===== src/sv/i2crl_pkg.sv =====
// shared types, constants and the lux term helper for the i2c read engine
// no dependencies
package i2crl_pkg;

    localparam int MAX_READ_BYTES_DEF = 256;
    localparam int CFG_DATA_W         = 16;
    localparam int CFG_IDX_W          = 2;
    localparam int CFG_COUNT_W        = 9;
    localparam int READ_MIN           = 4;
    localparam int WORD_BYTES         = 4;
    localparam int LUX_W              = 33;

    localparam logic [11:0] LUX_RECIP = 12'd3277;
    localparam logic [10:0] LUX_DIV   = 11'd5;

    // (256^k - 1) / 5 for byte positions of the word
    localparam logic [LUX_W-1:0] LUX_MOD_TAB [WORD_BYTES] = '{
        33'd0, 33'd51, 33'd13107, 33'd3355443
    };

    typedef enum logic [CFG_IDX_W-1:0] {
        CFG_DEV_ADDR  = 2'd0,
        CFG_REG_IDX   = 2'd1,
        CFG_READ_CNT  = 2'd2,
        CFG_WAIT_PH   = 2'd3
    } t_cfg_idx;

    typedef enum logic [3:0] {
        SEQ_IDLE   = 4'd0,
        SEQ_START  = 4'd1,
        SEQ_WADDR  = 4'd2,
        SEQ_REG    = 4'd3,
        SEQ_RSTART = 4'd4,
        SEQ_RADDR  = 4'd5,
        SEQ_WAIT   = 4'd6,
        SEQ_READ   = 4'd7,
        SEQ_STOP   = 4'd8
    } t_seq;

    typedef enum logic {
        OP_TICK  = 1'b0,
        OP_START = 1'b1
    } t_op;

    typedef struct packed {
        logic op;
        logic sda_in;
    } t_in_word;

    typedef struct packed {
        logic             scl_level;
        logic             sda_level;
        logic             byte_valid;
        logic [7:0]       rx_byte;
        logic             lux_valid;
        logic [LUX_W-1:0] lux_value;
        logic             busy_res;
    } t_out_word;

    typedef struct packed {
        logic [LUX_W-1:0] add;
        logic [2:0]       rem;
    } t_lux_term;

    // byte b at position k adds 7*b*256^k = 5*add + rem
    function automatic t_lux_term lux_term(input logic [7:0] b, input logic [1:0] k);
        logic [10:0]      d;
        logic [22:0]      prod;
        logic [8:0]       t;
        logic [10:0]      r_full;
        logic [LUX_W-1:0] sh;
        t_lux_term        res;
        d      = {b, 3'b000} - {3'b000, b};
        prod   = {12'd0, d} * {11'd0, LUX_RECIP};
        t      = prod[22:14];
        r_full = d - ({2'b00, t} * LUX_DIV);
        sh     = {24'd0, t} << {k, 3'b000};
        res.rem = r_full[2:0];
        res.add = sh + ({30'd0, r_full[2:0]} * LUX_MOD_TAB[k]);
        return res;
    endfunction

endpackage


===== src/sv/i2c_bitbang_read_lux_engine_top.sv =====
// i2c master register read engine, one bus phase per input word; uses i2crl_pkg
// each result word is registered and shown in the cycle after its input word is taken
// throughput: one input word per cycle while the result side keeps up
// lux is accumulated for each of the first four received bytes by quotient and remainder by five, the
// cycle after the byte completes, long before the stop phase reports it
// synchronous active-low reset: idle, lines released, config registers at defaults
module i2c_bitbang_read_lux_engine_top
    import i2crl_pkg::*;
#(
    parameter int MAX_READ_BYTES = MAX_READ_BYTES_DEF
) (
    input  logic                  i_clk,
    input  logic                  i_rst_n,
    input  logic                  i_cfg_we,
    input  logic [CFG_IDX_W-1:0]  i_cfg_idx,
    input  logic [CFG_DATA_W-1:0] i_cfg_data,
    input  logic                  i_in_valid,
    output logic                  o_in_stall,
    input  t_in_word              i_in_word,
    output logic                  o_out_valid,
    input  logic                  i_out_stall,
    output t_out_word             o_out_word
);

    localparam int CW = $clog2(MAX_READ_BYTES + 1);
    localparam int EW = (CW > CFG_COUNT_W) ? CW : CFG_COUNT_W;

    logic [7:0]             r_dev_addr;
    logic [7:0]             r_reg_idx;
    logic [CFG_COUNT_W-1:0] r_read_cnt;
    logic [15:0]            r_wait_ph;

    t_seq             r_seq, n_seq;
    logic [1:0]       r_phase, n_phase;
    logic [3:0]       r_bit, n_bit;
    logic [CW-1:0]    r_byte, n_byte;
    logic [7:0]       r_shift, n_shift;
    logic [15:0]      r_wait, n_wait;
    logic             r_scl, n_scl;
    logic             r_sda, n_sda;
    logic [LUX_W-1:0] r_q;
    logic [2:0]       r_rem;
    logic             r_pend_v, n_pend_v;
    logic [7:0]       r_pend_byte;
    logic [1:0]       r_pend_pos;
    logic             r_out_valid;
    t_out_word        r_out_word, n_word;

    logic          in_fire;
    logic          arm;
    logic [EW-1:0] rc_ext;
    logic [EW-1:0] eff_cnt;
    logic          last;
    logic [7:0]    tx_byte;
    logic          tx_bit;
    logic [1:0]    phase_adv;
    logic [15:0]   wait_inc;
    t_lux_term     term;
    logic [3:0]    rem_sum;
    logic          rem_carry;

    assign o_in_stall  = r_out_valid & i_out_stall;
    assign in_fire     = i_in_valid & ~o_in_stall;
    assign o_out_valid = r_out_valid;
    assign o_out_word  = r_out_word;

    always_comb begin
        rc_ext = EW'(r_read_cnt);
        if (rc_ext < EW'(READ_MIN)) begin
            eff_cnt = EW'(READ_MIN);
        end else if (rc_ext > EW'(MAX_READ_BYTES)) begin
            eff_cnt = EW'(MAX_READ_BYTES);
        end else begin
            eff_cnt = rc_ext;
        end
        last = ({1'b0, EW'(r_byte)} + {{EW{1'b0}}, 1'b1}) >= {1'b0, eff_cnt};
    end

    always_comb begin
        case (r_seq)
            SEQ_WADDR: tx_byte = r_dev_addr;
            SEQ_REG:   tx_byte = r_reg_idx;
            default:   tx_byte = r_dev_addr + 8'd1;
        endcase
        tx_bit    = r_bit[3] ? 1'b1 : tx_byte[3'd7 - r_bit[2:0]];
        phase_adv = (r_phase >= 2'd2) ? 2'd0 : r_phase + 2'd1;
        wait_inc  = r_wait + 16'd1;
    end

    always_comb begin
        n_seq    = r_seq;
        n_phase  = r_phase;
        n_bit    = r_bit;
        n_byte   = r_byte;
        n_shift  = r_shift;
        n_wait   = r_wait;
        n_scl    = r_scl;
        n_sda    = r_sda;
        n_pend_v = 1'b0;
        arm      = 1'b0;
        n_word   = '0;

        if (i_in_word.op == OP_START) begin
            if (r_seq == SEQ_IDLE) begin
                arm     = 1'b1;
                n_seq   = SEQ_START;
                n_phase = 2'd0;
                n_bit   = 4'd0;
                n_byte  = '0;
                n_shift = 8'd0;
                n_wait  = 16'd0;
                n_scl   = 1'b1;
                n_sda   = 1'b1;
            end
        end else begin
            unique case (r_seq)
                SEQ_START, SEQ_RSTART: begin
                    n_phase = phase_adv;
                    if (r_phase == 2'd0) begin
                        n_scl = 1'b1;
                        n_sda = 1'b1;
                    end else if (r_phase == 2'd1) begin
                        n_scl = 1'b1;
                        n_sda = 1'b0;
                    end else begin
                        n_scl = 1'b0;
                        n_sda = 1'b0;
                        n_seq = (r_seq == SEQ_START) ? SEQ_WADDR : SEQ_RADDR;
                        n_bit = 4'd0;
                    end
                end
                SEQ_WADDR, SEQ_REG, SEQ_RADDR: begin
                    n_phase = phase_adv;
                    n_scl   = (r_phase == 2'd1);
                    n_sda   = tx_bit;
                    if (r_phase >= 2'd2) begin
                        if (!r_bit[3]) begin
                            n_bit = r_bit + 4'd1;
                        end else begin
                            n_bit = 4'd0;
                            if (r_seq == SEQ_WADDR) begin
                                n_seq = SEQ_REG;
                            end else if (r_seq == SEQ_REG) begin
                                n_seq = SEQ_RSTART;
                            end else begin
                                n_wait = 16'd0;
                                n_seq  = (r_wait_ph == 16'd0) ? SEQ_READ : SEQ_WAIT;
                            end
                        end
                    end
                end
                SEQ_WAIT: begin
                    n_scl  = 1'b0;
                    n_sda  = 1'b1;
                    n_wait = wait_inc;
                    if (wait_inc >= r_wait_ph) begin
                        n_seq   = SEQ_READ;
                        n_bit   = 4'd0;
                        n_phase = 2'd0;
                    end
                end
                SEQ_READ: begin
                    n_phase = phase_adv;
                    n_scl   = (r_phase == 2'd1);
                    if (!r_bit[3]) begin
                        n_sda = 1'b1;
                        if (r_phase == 2'd1) begin
                            n_shift = {r_shift[6:0], i_in_word.sda_in};
                        end
                        if (r_phase >= 2'd2) begin
                            if (r_bit[2:0] == 3'd7) begin
                                n_word.byte_valid = 1'b1;
                                n_word.rx_byte    = r_shift;
                                n_pend_v = (EW'(r_byte) < EW'(WORD_BYTES));
                            end
                            n_bit = r_bit + 4'd1;
                        end
                    end else begin
                        n_sda = last;
                        if (r_phase >= 2'd2) begin
                            n_bit = 4'd0;
                            if (last) begin
                                n_seq = SEQ_STOP;
                            end else begin
                                n_byte = r_byte + CW'(1);
                            end
                        end
                    end
                end
                SEQ_STOP: begin
                    n_phase = phase_adv;
                    if (r_phase == 2'd0) begin
                        n_scl = 1'b0;
                        n_sda = 1'b0;
                    end else if (r_phase == 2'd1) begin
                        n_scl = 1'b1;
                        n_sda = 1'b0;
                    end else begin
                        n_scl = 1'b1;
                        n_sda = 1'b1;
                        n_seq = SEQ_IDLE;
                        n_word.lux_valid = 1'b1;
                        n_word.lux_value = r_q;
                    end
                end
                default: begin
                    n_seq   = SEQ_IDLE;
                    n_phase = 2'd0;
                    n_scl   = 1'b1;
                    n_sda   = 1'b1;
                end
            endcase
        end

        n_word.scl_level = n_scl;
        n_word.sda_level = n_sda;
        n_word.busy_res  = (n_seq != SEQ_IDLE);
    end

    // lux accumulate: word*7 = 5*q + rem
    always_comb begin
        term      = lux_term(r_pend_byte, r_pend_pos);
        rem_sum   = {1'b0, r_rem} + {1'b0, term.rem};
        rem_carry = (rem_sum >= 4'd5);
    end

    always_ff @(posedge i_clk) begin
        if (!i_rst_n) begin
            r_dev_addr <= 8'd0;
            r_reg_idx  <= 8'd0;
            r_read_cnt <= CFG_COUNT_W'(129);
            r_wait_ph  <= 16'd200;
        end else if (i_cfg_we) begin
            unique case (t_cfg_idx'(i_cfg_idx))
                CFG_DEV_ADDR: r_dev_addr <= i_cfg_data[7:0];
                CFG_REG_IDX:  r_reg_idx  <= i_cfg_data[7:0];
                CFG_READ_CNT: r_read_cnt <= i_cfg_data[CFG_COUNT_W-1:0];
                CFG_WAIT_PH:  r_wait_ph  <= i_cfg_data[15:0];
                default: ;
            endcase
        end
    end

    always_ff @(posedge i_clk) begin
        if (!i_rst_n) begin
            r_seq    <= SEQ_IDLE;
            r_phase  <= 2'd0;
            r_bit    <= 4'd0;
            r_byte   <= '0;
            r_shift  <= 8'd0;
            r_wait   <= 16'd0;
            r_scl    <= 1'b1;
            r_sda    <= 1'b1;
            r_pend_v <= 1'b0;
        end else begin
            r_pend_v <= in_fire & n_pend_v;
            if (in_fire) begin
                r_seq   <= n_seq;
                r_phase <= n_phase;
                r_bit   <= n_bit;
                r_byte  <= n_byte;
                r_shift <= n_shift;
                r_wait  <= n_wait;
                r_scl   <= n_scl;
                r_sda   <= n_sda;
            end
        end
    end

    always_ff @(posedge i_clk) begin
        if (in_fire && n_pend_v) begin
            r_pend_byte <= r_shift;
            r_pend_pos  <= r_byte[1:0];
        end
    end

    always_ff @(posedge i_clk) begin
        if (!i_rst_n) begin
            r_q   <= '0;
            r_rem <= 3'd0;
        end else if (in_fire && arm) begin
            r_q   <= '0;
            r_rem <= 3'd0;
        end else if (r_pend_v) begin
            r_q   <= r_q + term.add + {{(LUX_W-1){1'b0}}, rem_carry};
            r_rem <= rem_carry ? 3'(rem_sum - 4'd5) : rem_sum[2:0];
        end
    end

    always_ff @(posedge i_clk) begin
        if (!i_rst_n) begin
            r_out_valid <= 1'b0;
        end else if (!o_in_stall) begin
            r_out_valid <= i_in_valid;
        end
    end

    always_ff @(posedge i_clk) begin
        if (in_fire) begin
            r_out_word <= n_word;
        end
    end

endmodule


===== config.mk =====
export PLATFORM = sky130hd
export DESIGN_NAME = i2c_bitbang_read_lux_engine_top
export DESIGN_NICKNAME = d
export VERILOG_FILES = /design/src/sv/i2crl_pkg.sv /design/src/sv/i2c_bitbang_read_lux_engine_top.sv
export SDC_FILE = /design/constraint.sdc
export NUM_CORES = 1
export LEC_CHECK = 0
export ABC_CLOCK_PERIOD_IN_PS = 20100
export BUFFER_PORTS_ARGS = -buffer_cell sky130_fd_sc_hd__buf_2
export CAP_MARGIN = 20
export CORE_ASPECT_RATIO = 0.75
export CORE_MARGIN = 2
export CORE_UTILIZATION = 60
export CTS_BUF_LIST = sky130_fd_sc_hd__clkbuf_4 sky130_fd_sc_hd__clkbuf_8
export DETAILED_ROUTE_END_ITERATION = 10
export HOLD_SLACK_MARGIN = 0.08
export PLACE_DENSITY = 0.78
export SKIP_LAST_GASP = 1
export SLEW_MARGIN = 5
export SYNTH_ARGS = -nofsm -noshare
export SYNTH_HDL_FRONTEND = slang
export SYNTH_SLANG_ARGS = --single-unit

===== constraint.sdc =====
create_clock -name i_clk -period 20.1 [get_ports i_clk]
set_clock_uncertainty 0.1 [all_clocks]
set_input_delay 2.01 -clock i_clk [delete_from_list [all_inputs] [get_ports i_clk]]
set_output_delay 2.01 -clock i_clk [all_outputs]
set_load 0.1 [all_outputs]

# After elaboration in Yosys (flattened, before gate mapping)
# Cells that the tools add are included.
dict set report word_totals {
  out_inout_bits 48
  elab_cells 202
  in_bits 25
  ff_bits 180
}
dict set report op_classes {
  add_sub_neg 14
  n_mux 83
  n_shift 1
  reduce_logical 32
  bitwise 10
  n_mul 3
  n_lt_le_gt_ge 9
  n_eq_ne 24
}
# op n
set ops {}
lappend ops {{$mux W16} 6}
lappend ops {{$mux W4} 22}
lappend ops {{$mux W9} 9}
lappend ops {{$add A33 B33 Y33} 2}
lappend ops {{$bmux W33 S2} 1}
lappend ops {{$mux W33} 2}
lappend ops {{$mux W8} 5}
lappend ops {{$mux W34} 1}
lappend ops {{$add A33 B1 Y33} 1}
lappend ops {{$mul A3 B33 Y33} 1}
lappend ops {{$shl A9 B5 Y33} 1}
lappend ops {{$pmux W16 S2} 1}
lappend ops {{$ne A3 B3 Y1 const B} 8}
lappend ops {{$mul A11 B12 Y23 const B} 1}
lappend ops {{$mux W1} 21}
lappend ops {{$pmux W4 S5} 1}
lappend ops {{$lt A9 B3 Y1 const B} 2}
lappend ops {{$add A16 B1 Y16 const B} 1}
lappend ops {{$eq A4 B3 Y1 const B} 4}
lappend ops {{$ge A16 B16 Y1} 1}
lappend ops {{$logic_not A16 Y1} 1}
lappend ops {{$pmux W4 S4} 1}
lappend ops {{$pmux W8 S2} 1}
lappend ops {{$reduce_and A7 Y1} 2}
lappend ops {{50 further kinds} 80}

# Logic depth before layout (Yosys ltp)
# Gate-level depths: netlist of run 1.
dict set report logic_depth {
  word_depth 10
  depth_mapped 52
  mapped_depth_nobuf 52
}

# Worst setup path before layout of run 1
# OpenSTA, ideal clock, no wires.
dict set report synth_timing {
  path_kind {reg2reg}
  start {reg r_pend_byte[0]}
  end {reg r_q[32]}
  path_buffers 0
  path_stages_with_launch 47
  setup_slack_ns 9.319
  setup_ns 0.066
  t_required_ns 19.934
  t_arrival_ns 10.615
  period_less_slack_ns 10.781
  path_cell_list {edfxtp_1 ha_1 a21o_1 a21o_1 a21o_1 a21o_1 a211oi_1 xnor2_1 inv_2 xnor2_1 inv_1 fa_1 fa_1 inv_1 fa_1 fa_1 ha_1 a21oi_1 (+11 left out) nand2b_1 a221oi_1 inv_1 fa_1 inv_1 fa_1 inv_1 ha_1 a21oi_1 nor2_1 o22ai_1 o21ai_1 a211oi_1 o21ai_1 a311oi_1 or4b_4 a21o_1 a21oi_2}
}
dict set report synth_via {
  elab_chain_len 8
  elab_cells_between_ends 11
  cone_classes {add/sub: 6; mul: 3; order compare: 1; shift: 1}
}
# element line
set synth_rtl {}
lappend synth_rtl {{start: declaration} i2c_bitbang_read_lux_engine_top.sv:44} ;# logic [7:0] r_pend_byte;
lappend synth_rtl {{start signal: assignment} i2c_bitbang_read_lux_engine_top.sv:272} ;# r_pend_byte <= r_shift;
lappend synth_rtl {{$sub A11 B8 Y11 (*)} i2crl_pkg.sv:73} ;# d = {b, 3'b000} - {3'b000, b};
lappend synth_rtl {{$mul A11 B12 Y23} i2crl_pkg.sv:74} ;# prod = {12'd0, d} * {11'd0, LUX_RECIP};
lappend synth_rtl {{$mul A9 B3 Y3} i2crl_pkg.sv:76} ;# r_full = d - ({2'b00, t} * LUX_DIV);
lappend synth_rtl {{$sub A3 B3 Y3} i2crl_pkg.sv:76}
lappend synth_rtl {{$mul A3 B33 Y33} i2crl_pkg.sv:79} ;# res.add = sh + ({30'd0, r_full[2:0]} * LUX_MOD_TAB[k]);
lappend synth_rtl {{$add A33 B33 Y33} i2crl_pkg.sv:79}
lappend synth_rtl {{$add A33 B33 Y33} i2c_bitbang_read_lux_engine_top.sv:285} ;# r_q <= r_q + term.add + {{(LUX_W-1){1'b0}}, rem_carry};
lappend synth_rtl {{$add A33 B1 Y33 (*)} i2c_bitbang_read_lux_engine_top.sv:285}
lappend synth_rtl {{end signal: assignment} i2c_bitbang_read_lux_engine_top.sv:285}
lappend synth_rtl {{end: declaration} i2c_bitbang_read_lux_engine_top.sv:41} ;# logic [LUX_W-1:0] r_q;
# Mark *: on every way between the ends. The rest lies on a longest branch, timed or not.
# A chain may end at the register's enable or synchronous reset.

# Final worst setup path of run 1
dict set report layout_timing {
  start {reg r_pend_byte[0]}
  end {reg r_q[25]}
}
# Same word-level chain as after synthesis.

==> results.py, run 1 <==
metrics = {
    "logic_synthesis": {
        "synthFlopType": "dfxtp_1",
        "ys_types": 70,
        "synth-edff-count": 56,
        "ys_seq_area_frac": 0.294,
        "yosysWarnings": 0,
        "synth_fp_nets": 1866,
        "netlist_area_sq_mm": 0.0141,
        "synth_seq_cells": 180,
        "netlist_instances": 1606,
        "ys_async_sr_fraction": 0,
        "synth_area_per_cell_sq_um": 8.81,
    },
    "finish": {
        "layout.nets": 1904,
        "fillers": 1921,
        "drive_gt1_frac": 0.0851,
        "instances_no_fill": 1957,
        "final_cell_mix": "173 x inv_1, 172 x ha_1, 144 x nand2_1, 135 x nor2_1, 123 x dfxtp_1",
        "final-seq-area_sq_mm": 0.00417,
        "fin_util": 0.656,
        "antennaDiodeCount": 0,
        "area_growth_pct": 6.92,
        "design_area_sq_mm": 0.0151,
        "final_common_cell": "inv_1",
        "multi_input_area_sq_mm": 0.00909,
    },
    "route": {
        "routedWlPerCell_um": 16.4,
        "post-route-drc-count": 0,
        "vias": 11347,
        "ant_nets": 0,
        "initialDrtViolationCount": 1144,
        "vias_per_cell": 5.80,
        "dr.pass1.iters": 5,
        "wl_mm": 32.0,
    },
    "clocking": {
        "cts_sinks": 180,
        "clock-root-buffer": "clkbuf_8",
        "cts_tree": "built",
        "clock_path_buffers": 2,
        "postCtsSetupRepairBufs": 0,
        "hold_buffers": 0,
        "cts-htree-levels": 4,
        "cts_made_buffers": 17,
        "cts_resized": 0,
        "clk_latency_ns": 0.50,
        "clkTransAtPathRegs_ns": 0.11,
    },
    "floorplan": {
        "die_width_um": 181,
        "rows": 48,
        "dieArea_sq_mm": 0.0248,
        "ios": 73,
        "initial_utilization": 0.613,
        "core-area_sq_mm": 0.0231,
        "die_h_um": 137,
    },
    "setup_path": {
        "cp_top_family": "adder cells",
        "worstSetupPathType": "flip-flop to flip-flop",
        "cp_num_buf_inv": 7,
        "cp-startpoint": "r_pend_byte[0]$_DFFE_PP_",
        "critical_path.slowest_cell": "edfxtp_1",
        "reg2reg_from": "r_pend_byte[0]$_DFFE_PP_",
        "cpMostUsedCell": "fa_1",
        "critPathCaptureType": "flip-flop",
        "critical-path-max-stage-delay_ns": 0.63,
        "required_ns": 20.37,
        "worstPathArrival_ns": 12.72,
        "crit_fanout": 10,
        "cp-start-kind": "flip-flop",
    },
    "power_and_ir_drop": {
        "power_switching_uw": 222,
        "p_per_area_mw_per_mm2": 47.9,
        "p_clk_frac": 0.355,
        "ir_drop_mv": 0.0426,
        "switching_share": 0.307,
        "p_leak_uw": 0.00709,
        "p_int_uw": 502,
        "pwr-share-seq": 0.535,
        "combPwrFrac": 0.110,
    },
    "placed_design": {
        "portBuffers": 72,
        "hpwl_mm": 24.4,
        "pre_cts_ws_ns": 7.87,
        "placed_area_sq_mm": 0.0147,
        "place_inst": 1924,
        "routabilityCongestion": 0.890,
    },
    "sta": {
        "slew_viol_final": 0,
        "clock.fmax_mhz": 80.3,
        "setup_viol": 0,
        "fin_ws_ns": 7.65,
        "tightest_slew_ns": 0.967,
        "finalSetupTns_ns": 0,
        "max_slew_margin": 0.347,
        "hold_viol": 0,
        "period_minus_slack_ns": 12.45,
        "rsz0062_at_grt": "no",
        "final.period_utilization": 0.619,
    },
    "run": {
        "maxCapViolCount": 0,
    },
    "global_route": {
        "grt_pass1_vias": 10787,
        "grt_first_pass_wirelength_mm": 53.8,
        "overflow": 0,
        "antenna_found_initial": 0,
        "globalRouteTotalUtil": 0.269,
        "grt_max_degree": 75,
    },
    "run_status": {
        "status": "completed",
    },
    "worst_hold_path": {
        "hp-start": "r_wait_ph[15]$_SDFFE_PN0P_",
        "hold_path_class": "flip-flop to flip-flop",
    },
}
==> routing by layer <==
layer / global-route usage / up-vias / share of wire
met5: 0 / - / 0
met4: 0.0542 / 0 / 0.012
met3: 0.0420 / 28 / 0.055
met2: 0.436 / 326 / 0.45
met1: 0.384 / 5415 / 0.48
li1: - / 5578 / -
==> area by class of cell <==
cell class / count / area share
clock inverter: 15 / 0.0109
clock buffer: 17 / 0.0155
sequential: 180 / 0.275
timing repair buffer: 79 / 0.0286
multi-input combinational: 1189 / 0.601
tap: 300 / 0.0248
inverter: 177 / 0.0439
==> logic make-up after synthesis <==
logic type,count (synthesis),share of synthesized area
AOI/OAI and AO/OA,304,0.135
and+or+nand+nor,525,0.184
buffers and inverters,237,0.0631
DFF,180,0.294
xor gates and xnor gates,80,0.0495
adders and majority gates,235,0.241
muxes,45,0.0327
==> flip-flops by register name (all words and copies together), names as in the netlist, 2 cells and up <==
register     flops
o_out_word      46
r_bit            4
r_byte           9
r_dev_addr       8
r_pend_byte      8
r_pend_pos       2
r_phase          2
r_q             33
r_read_cnt       9
r_reg_idx        8
r_rem            3
r_seq            4
r_shift          8
r_wait          16
r_wait_ph       16
==> worst paths after layout <==
path                                end  slack, ns  cells after the start
max                r_q[25]$_SDFFE_PP0P_       7.65                     49
max reg2reg        r_q[25]$_SDFFE_PP0P_       7.65                     49
min reg2reg  r_wait_ph[15]$_SDFFE_PN0P_       0.38                      2
min          r_wait_ph[15]$_SDFFE_PN0P_       0.38                      2
==> cell usage after synthesis, drive strengths merged, types with 4 or more instances <==
cell | instances | area (sq um)
o211ai | 8 | 65.1
a22oi | 10 | 75.1
a21oi | 111 | 571
dfxtp | 124 | 2480
ha | 172 | 2150
o21bai | 7 | 52.6
or3 | 7 | 43.8
xor2 | 36 | 315
a31o | 10 | 87.6
a221oi | 6 | 52.6
o31ai | 4 | 30.0
fa | 63 | 1260
nand3b | 27 | 203
o22ai | 5 | 31.3
inv | 176 | 661
mux2i | 44 | 440
nand3 | 40 | 200
clkbuf | 51 | 191
o21ai | 63 | 315
xnor2 | 44 | 385
and3 | 27 | 169
a31oi | 8 | 50.1
o2111ai | 4 | 35.0
nand4 | 4 | 25.0
or2 | 9 | 56.3
buf | 9 | 37.5
nor2 | 135 | 507
nor2b | 16 | 100
edfxtp | 56 | 1680
nor3b | 5 | 37.5
nand2 | 144 | 541
a211oi | 10 | 75.1
and2 | 52 | 325
o21a | 5 | 37.5
nand2b | 11 | 68.8
nor3 | 21 | 105
a21o | 32 | 240
nor4 | 12 | 75.1
==> power by group through the flow <==
stage | Sequential [uW] | Combinational (uW) | Clock, uW
2_1_floorplan | 426 | 31.5 | 0
3_3_place_gp | 395 | 78.6 | 0
3_5_place_dp | 396 | 79.9 | 0
4_1_cts | 387 | 80.2 | 263
5_1_grt | 388 | 85.4 | 277
6_report | 387 | 80.0 | 257
==> through the flow <==
step,hold slack [ns],power [uW]
after floorplan,0.322,458
final,0.377,724
after global placement,0.343,474
after CTS,0.377,730
after detailed placement,0.352,476
after global routing,0.399,751
==> worst register-to-register path, delay by kind of cell (launching register included) <==
family,cells,cell delay [ns]
fa+ha+maj,13,5.05
mux,1,0.16
compound gates,16,3.35
flops,1,0.63
simple gates,6,1.26
buf+inv,7,0.62
xor+xnor,6,1.14
No activity file was read; power rests on OpenSTA's default activity.
==> inputs of run 2 (changes only) <==
- ABC_CLOCK_PERIOD_IN_PS: 20100 -> 12870
- clock period: 20.1 -> 12.87 ns (I/O delays scaled with it)
==> results.py, run 2 (same netlist as run 1, synthesis figures left out) <==
metrics = {
    "run_status": {
        "status": "completed",
    },
    "sta": {
        "period_minus_slack_ns": 12.15,
        "max_slew_margin": 0.343,
        "tightest_slew_ns": 0.972,
        "final.period_utilization": 0.944,
        "setup_viol": 0,
        "clock.fmax_mhz": 82.3,
        "whs_ns": 0.378,
        "slew_viol_final": 0,
        "fin_ws_ns": 0.718,
        "hold_viol": 0,
        "finalSetupTns_ns": 0,
    },
    "clocking": {
        "clock-root-buffer": "clkbuf_8",
        "postCtsSetupRepairBufs": 0,
        "hold_buffers": 0,
        "clock_path_buffers": 2,
        "cts-htree-levels": 4,
        "cts_made_buffers": 17,
        "clk_latency_ns": 0.50,
        "cts_tree": "built",
        "clkTransAtPathRegs_ns": 0.11,
        "cts_resized": 0,
        "cts_sinks": 180,
    },
    "route": {
        "vias": 11318,
        "post-route-drc-count": 0,
        "initialDrtViolationCount": 940,
        "dr.pass1.iters": 5,
        "ant_nets": 0,
        "vias_per_cell": 5.78,
        "routedWlPerCell_um": 16.4,
        "wl_mm": 32.1,
    },
    "floorplan": {
        "dieArea_sq_mm": 0.0248,
        "die_h_um": 137,
        "rows": 48,
        "initial_utilization": 0.613,
        "ios": 73,
        "die_width_um": 181,
        "core-area_sq_mm": 0.0231,
    },
    "setup_path": {
        "critical_path.slowest_cell": "edfxtp_1",
        "crit_fanout": 10,
        "required_ns": 13.19,
        "worstPathArrival_ns": 12.48,
        "worstSetupPathType": "flip-flop to flip-flop",
        "critical-path-max-stage-delay_ns": 0.63,
        "critPathCaptureType": "flip-flop",
        "cpMostUsedCell": "fa_1",
        "cp-start-kind": "flip-flop",
    },
    "finish": {
        "design_area_sq_mm": 0.0151,
        "fillers": 1955,
        "instances_no_fill": 1958,
        "largest_reg_flops": 46,
        "antennaDiodeCount": 0,
        "multi_input_area_sq_mm": 0.00910,
        "drive_gt1_frac": 0.0875,
        "area_growth_pct": 6.92,
        "final_common_cell": "inv_1",
        "final_cell_mix": "173 x inv_1, 172 x ha_1, 144 x nand2_1, 134 x nor2_1, 123 x dfxtp_1",
        "layout.nets": 1905,
        "final-seq-area_sq_mm": 0.00417,
    },
    "placed_design": {
        "routabilityCongestion": 0.892,
        "place_inst": 1925,
        "portBuffers": 72,
        "pre_cts_ws_ns": 0.573,
        "placed_area_sq_mm": 0.0147,
        "hpwl_mm": 24.4,
    },
    "global_route": {
        "antenna_found_initial": 0,
        "grt_first_pass_wirelength_mm": 53.5,
        "grt_max_degree": 75,
        "overflow": 0,
        "globalRouteTotalUtil": 0.268,
        "grt_pass1_vias": 10704,
    },
    "power_and_ir_drop": {
        "power_switching_uw": 348,
        "switching_share": 0.313,
        "p_int_uw": 765,
        "p_leak_uw": 0.00705,
        "p_per_area_mw_per_mm2": 73.6,
        "combPwrFrac": 0.112,
        "pwr-share-seq": 0.544,
        "ir_drop_mv": 0.0853,
        "p_clk_frac": 0.344,
    },
    "run": {
        "maxCapViolCount": 0,
    },
    "worst_hold_path": {
        "hold_path_class": "flip-flop to flip-flop",
    },
}
run 2: changes by cell type in the layout (fill, tap and decap cells not counted), sizes merged:
cell | before | now
clkinv | 4 | 7
bufinv | 1 | 0
inv | 185 | 183
buf | 79 | 80
run 2: worst paths after layout:
| check | from | to | slack (ns) | depth (start not counted) |
|---|---|---|---|---|
| min reg2reg | r_wait_ph[11]$_SDFFE_PN0P_ | r_wait_ph[11]$_SDFFE_PN0P_ | 0.38 | 2 |
| min | r_wait_ph[11]$_SDFFE_PN0P_ | r_wait_ph[11]$_SDFFE_PN0P_ | 0.38 | 2 |
| max reg2reg | r_pend_byte[0]$_DFFE_PP_ | r_q[32]$_SDFFE_PP0P_ | 0.72 | 46 |
| max | r_pend_byte[0]$_DFFE_PP_ | r_q[32]$_SDFFE_PP0P_ | 0.72 | 46 |
run 2: worst max-delay path, delay by kind of cell (launching register included):
family | cells | cell delay, ns
and+or+nand+nor | 3 | 1.05
buffers and inverters | 7 | 0.68
xor gates and xnor gates | 6 | 1.44
AOI/OAI and AO/OA | 19 | 3.68
adders and majority gates | 11 | 4.49
DFF | 1 | 0.63
run 2: cell type report:
cell class,instances,area share
repair buffers,80,0.0291
clock inverters,15,0.00951
clock buffers,17,0.0155
flip-flops and latches,180,0.275
inverters,177,0.0439
well taps,300,0.0248
multi-input cells,1189,0.602
run 2: metrics by stage:
step,utilization,total power (uW)
2_1_floorplan,-,715
3_3_place_gp,0.638,740
3_5_place_dp,0.638,743
4_1_cts,0.654,1120
5_1_grt,0.656,1150
6_report,0.656,1110
run 2: per-layer routing:
layer / track usage / part of all wire
met5: 0 / 0
met4: 0.0623 / 0.011
met3: 0.0538 / 0.061
met2: 0.427 / 0.45
met1: 0.377 / 0.48
run 2: power by group through the flow:
| stage | combinational, uW | sequential [uW] | clock [uW] |
|---|---|---|---|
| global placement | 123 | 617 | 0 |
| global route | 133 | 607 | 414 |
| finish | 125 | 605 | 383 |
| detailed placement | 125 | 618 | 0 |
| floorplan | 49.1 | 666 | 0 |
| CTS | 125 | 605 | 391 |
==> inputs of run 3 (changes only) <==
- ABC_AREA: not set -> 1
==> results.py, run 3 <==
metrics = {
    "run_status": {
        "status": "completed",
    },
    "clocking": {
        "clock_path_buffers": 2,
        "cts_resized": 0,
        "clock-root-buffer": "clkbuf_8",
        "cts_tree": "built",
        "cts_made_buffers": 17,
        "cts-htree-levels": 4,
        "postCtsSetupRepairBufs": 0,
        "clkTransAtPathRegs_ns": 0.11,
        "clk_latency_ns": 0.50,
        "hold_buffers": 0,
        "cts_sinks": 180,
    },
    "run": {
        "maxCapViolCount": 0,
    },
    "setup_path": {
        "cpMostUsedCell": "nand2_1",
        "reg2reg_from": "r_pend_byte[0]$_DFFE_PP_",
        "crit_fanout": 9,
        "worstPathArrival_ns": 11.27,
        "ff2ff_setup_slack_ns": 1.91,
        "cp-startpoint": "r_pend_byte[0]$_DFFE_PP_",
        "required_ns": 13.18,
        "critical_path.slowest_cell": "edfxtp_1",
        "critPathCaptureType": "flip-flop",
        "cp-endpoint": "r_q[31]$_SDFFE_PP0P_",
        "reg2reg_depth": 58,
        "reg2reg_to": "r_q[31]$_SDFFE_PP0P_",
        "critical-path-max-stage-delay_ns": 0.55,
        "worstSetupPathType": "flip-flop to flip-flop",
        "cp-start-kind": "flip-flop",
    },
    "finish": {
        "final-seq-area_sq_mm": 0.00416,
        "multi_input_area_sq_mm": 0.00910,
        "fin_util": 0.659,
        "largest_reg_flops": 46,
        "final_common_cell": "inv_1",
        "antennaDiodeCount": 0,
        "drive_gt1_frac": 0.0665,
        "final_cell_mix": "391 x inv_1, 346 x nand2_1, 248 x nor2_1, 172 x ha_1, 155 x a21oi_1",
        "fillers": 2121,
        "design_area_sq_mm": 0.0160,
        "layout.nets": 2352,
        "area_growth_pct": 6.94,
    },
    "floorplan": {
        "core-area_sq_mm": 0.0242,
        "die_h_um": 141,
        "die_width_um": 186,
        "ios": 73,
        "rows": 49,
        "dieArea_sq_mm": 0.0262,
        "initial_utilization": 0.616,
    },
    "power_and_ir_drop": {
        "ir_drop_mv": 0.0885,
        "p_leak_uw": 0.00807,
        "p_per_area_mw_per_mm2": 74.7,
    },
    "global_route": {
        "antenna_found_initial": 0,
        "grt_first_pass_wirelength_mm": 63.6,
        "globalRouteTotalUtil": 0.309,
        "grt_pass1_vias": 12318,
        "grt_max_degree": 54,
        "overflow": 0,
    },
    "route": {
        "ant_nets": 0,
        "vias": 13442,
        "wl_mm": 38.9,
        "dr.pass1.iters": 5,
        "routedWlPerCell_um": 16.0,
        "initialDrtViolationCount": 1268,
        "post-route-drc-count": 0,
        "vias_per_cell": 5.52,
    },
    "sta": {
        "whs_ns": 0.342,
        "max_slew_margin": 0.272,
        "final.period_utilization": 0.852,
        "clock.fmax_mhz": 91.2,
        "slew_viol_final": 0,
        "hold_viol": 0,
        "finalSetupTns_ns": 0,
        "rsz0062_at_grt": "no",
        "setup_viol": 0,
        "tightest_slew_ns": 1.09,
        "period_minus_slack_ns": 10.96,
    },
    "logic_synthesis": {
        "synth_area_per_cell_sq_um": 7.34,
        "netlist.area_leader.share": 0.166,
        "ys_seq_area_frac": 0.279,
        "yosys-top-cells-count": "391 x inv_1, 346 x nand2_1, 248 x nor2_1, 172 x ha_1, 155 x a21oi_1",
        "synth_seq_cells": 180,
        "yosysWarnings": 0,
        "ys_types": 51,
        "synth_fp_nets": 2292,
        "netlist_instances": 2032,
        "netlist_area_sq_mm": 0.0149,
        "synthFlopType": "dfxtp_1",
        "ys_async_sr_fraction": 0,
        "synthTopCellsByArea": "dfxtp_1 17%, ha_1 14%, edfxtp_1 11%, inv_1 9.8%, nand2_1 8.7%",
        "synth_most_common_cell": "inv_1",
        "post-synth-top-area-cell": "dfxtp_1",
        "synth-edff-count": 56,
    },
    "placed_design": {
        "portBuffers": 72,
        "hpwl_mm": 30.9,
        "routabilityCongestion": 1.00,
        "placed_area_sq_mm": 0.0156,
    },
    "worst_hold_path": {
        "hold_path_class": "flip-flop to flip-flop",
        "hp-start": "r_shift[7]$_SDFFE_PN0P_",
    },
}
run 3: changes by cell type after synthesis, moves of 46 or more:
cell,change
nand3_1,+78
nor2_1,+113
nand2_1,+202
a21oi_1,+46
inv_1,+217
and2_1,-51
o21ai_0,+61
run 3: cell type report:
type / count / area share
Inverter: 399 / 0.0939
Multi-Input combinational cell: 1416 / 0.570
Tap cell: 331 / 0.0260
Sequential cell: 180 / 0.261
Clock buffer: 21 / 0.0165
Clock inverter: 11 / 0.00721
Timing Repair Buffer: 78 / 0.0254
run 3: kinds of logic (layout without fill, tap and decap cells):
logic type      Yosys count  in the layout  share of synthesized area
compound gates          336            336                      0.125
xor+xnor                 57             57                     0.0335
fa+ha+maj               235            235                      0.229
buf+inv                 436            509                      0.111
flops                   180            180                      0.279
simple gates            788            788                      0.222
run 3: power breakdown:
group | internal (uW) | leakage [uW] | switching, uW
clock | 167 | 0.000201 | 231
sequential | 605 | 0.00156 | 12.6
combinational | 38.1 | 0.00631 | 138
run 3: metal layers:
| layer | GRT usage | wire, um | part of all wire |
|---|---|---|---|
| met1 | 0.491 | 19400 | 0.50 |
| met2 | 0.431 | 15200 | 0.39 |
| met3 | 0.0646 | 3880 | 0.10 |
| met4 | 0.0547 | 336 | 0.0086 |
| met5 | 0 | 0 | 0 |
run 3: critical path: cells and delay by family (launching register included):
family	cells	cell delay, ns
XOR/XNOR	3	0.74
adder cells (fa/ha/maj)	13	4.90
AND/OR/NAND/NOR	26	2.51
flip-flops	1	0.55
buffers and inverters	9	0.63
AO/OA/AOI/OAI	7	1.43
run 3: stage by stage:
step | power [uW] | setup slack, ns | instances
6_report | 1190 | 1.91 | 2436
2_1_floorplan | 766 | 3.07 | 2032
3_5_place_dp | 804 | 2.03 | 2404
4_1_cts | 1190 | 2.04 | 2436
5_1_grt | 1230 | 1.15 | 2436
3_3_place_gp | 800 | 2.47 | 2404
run 3: how the worst min path moves through the flow:
stage	slack (ns)	cells after the start	end
6_report	0.34	0	r_pend_byte[7]$_DFFE_PP_
5_1_grt	0.35	0	r_pend_byte[7]$_DFFE_PP_
4_1_cts	0.34	0	r_pend_byte[7]$_DFFE_PP_
3_5_place_dp	0.32	0	r_pend_byte[7]$_DFFE_PP_
3_3_place_gp	0.32	0	r_pend_byte[7]$_DFFE_PP_
2_1_floorplan	0.31	0	r_pend_byte[7]$_DFFE_PP_
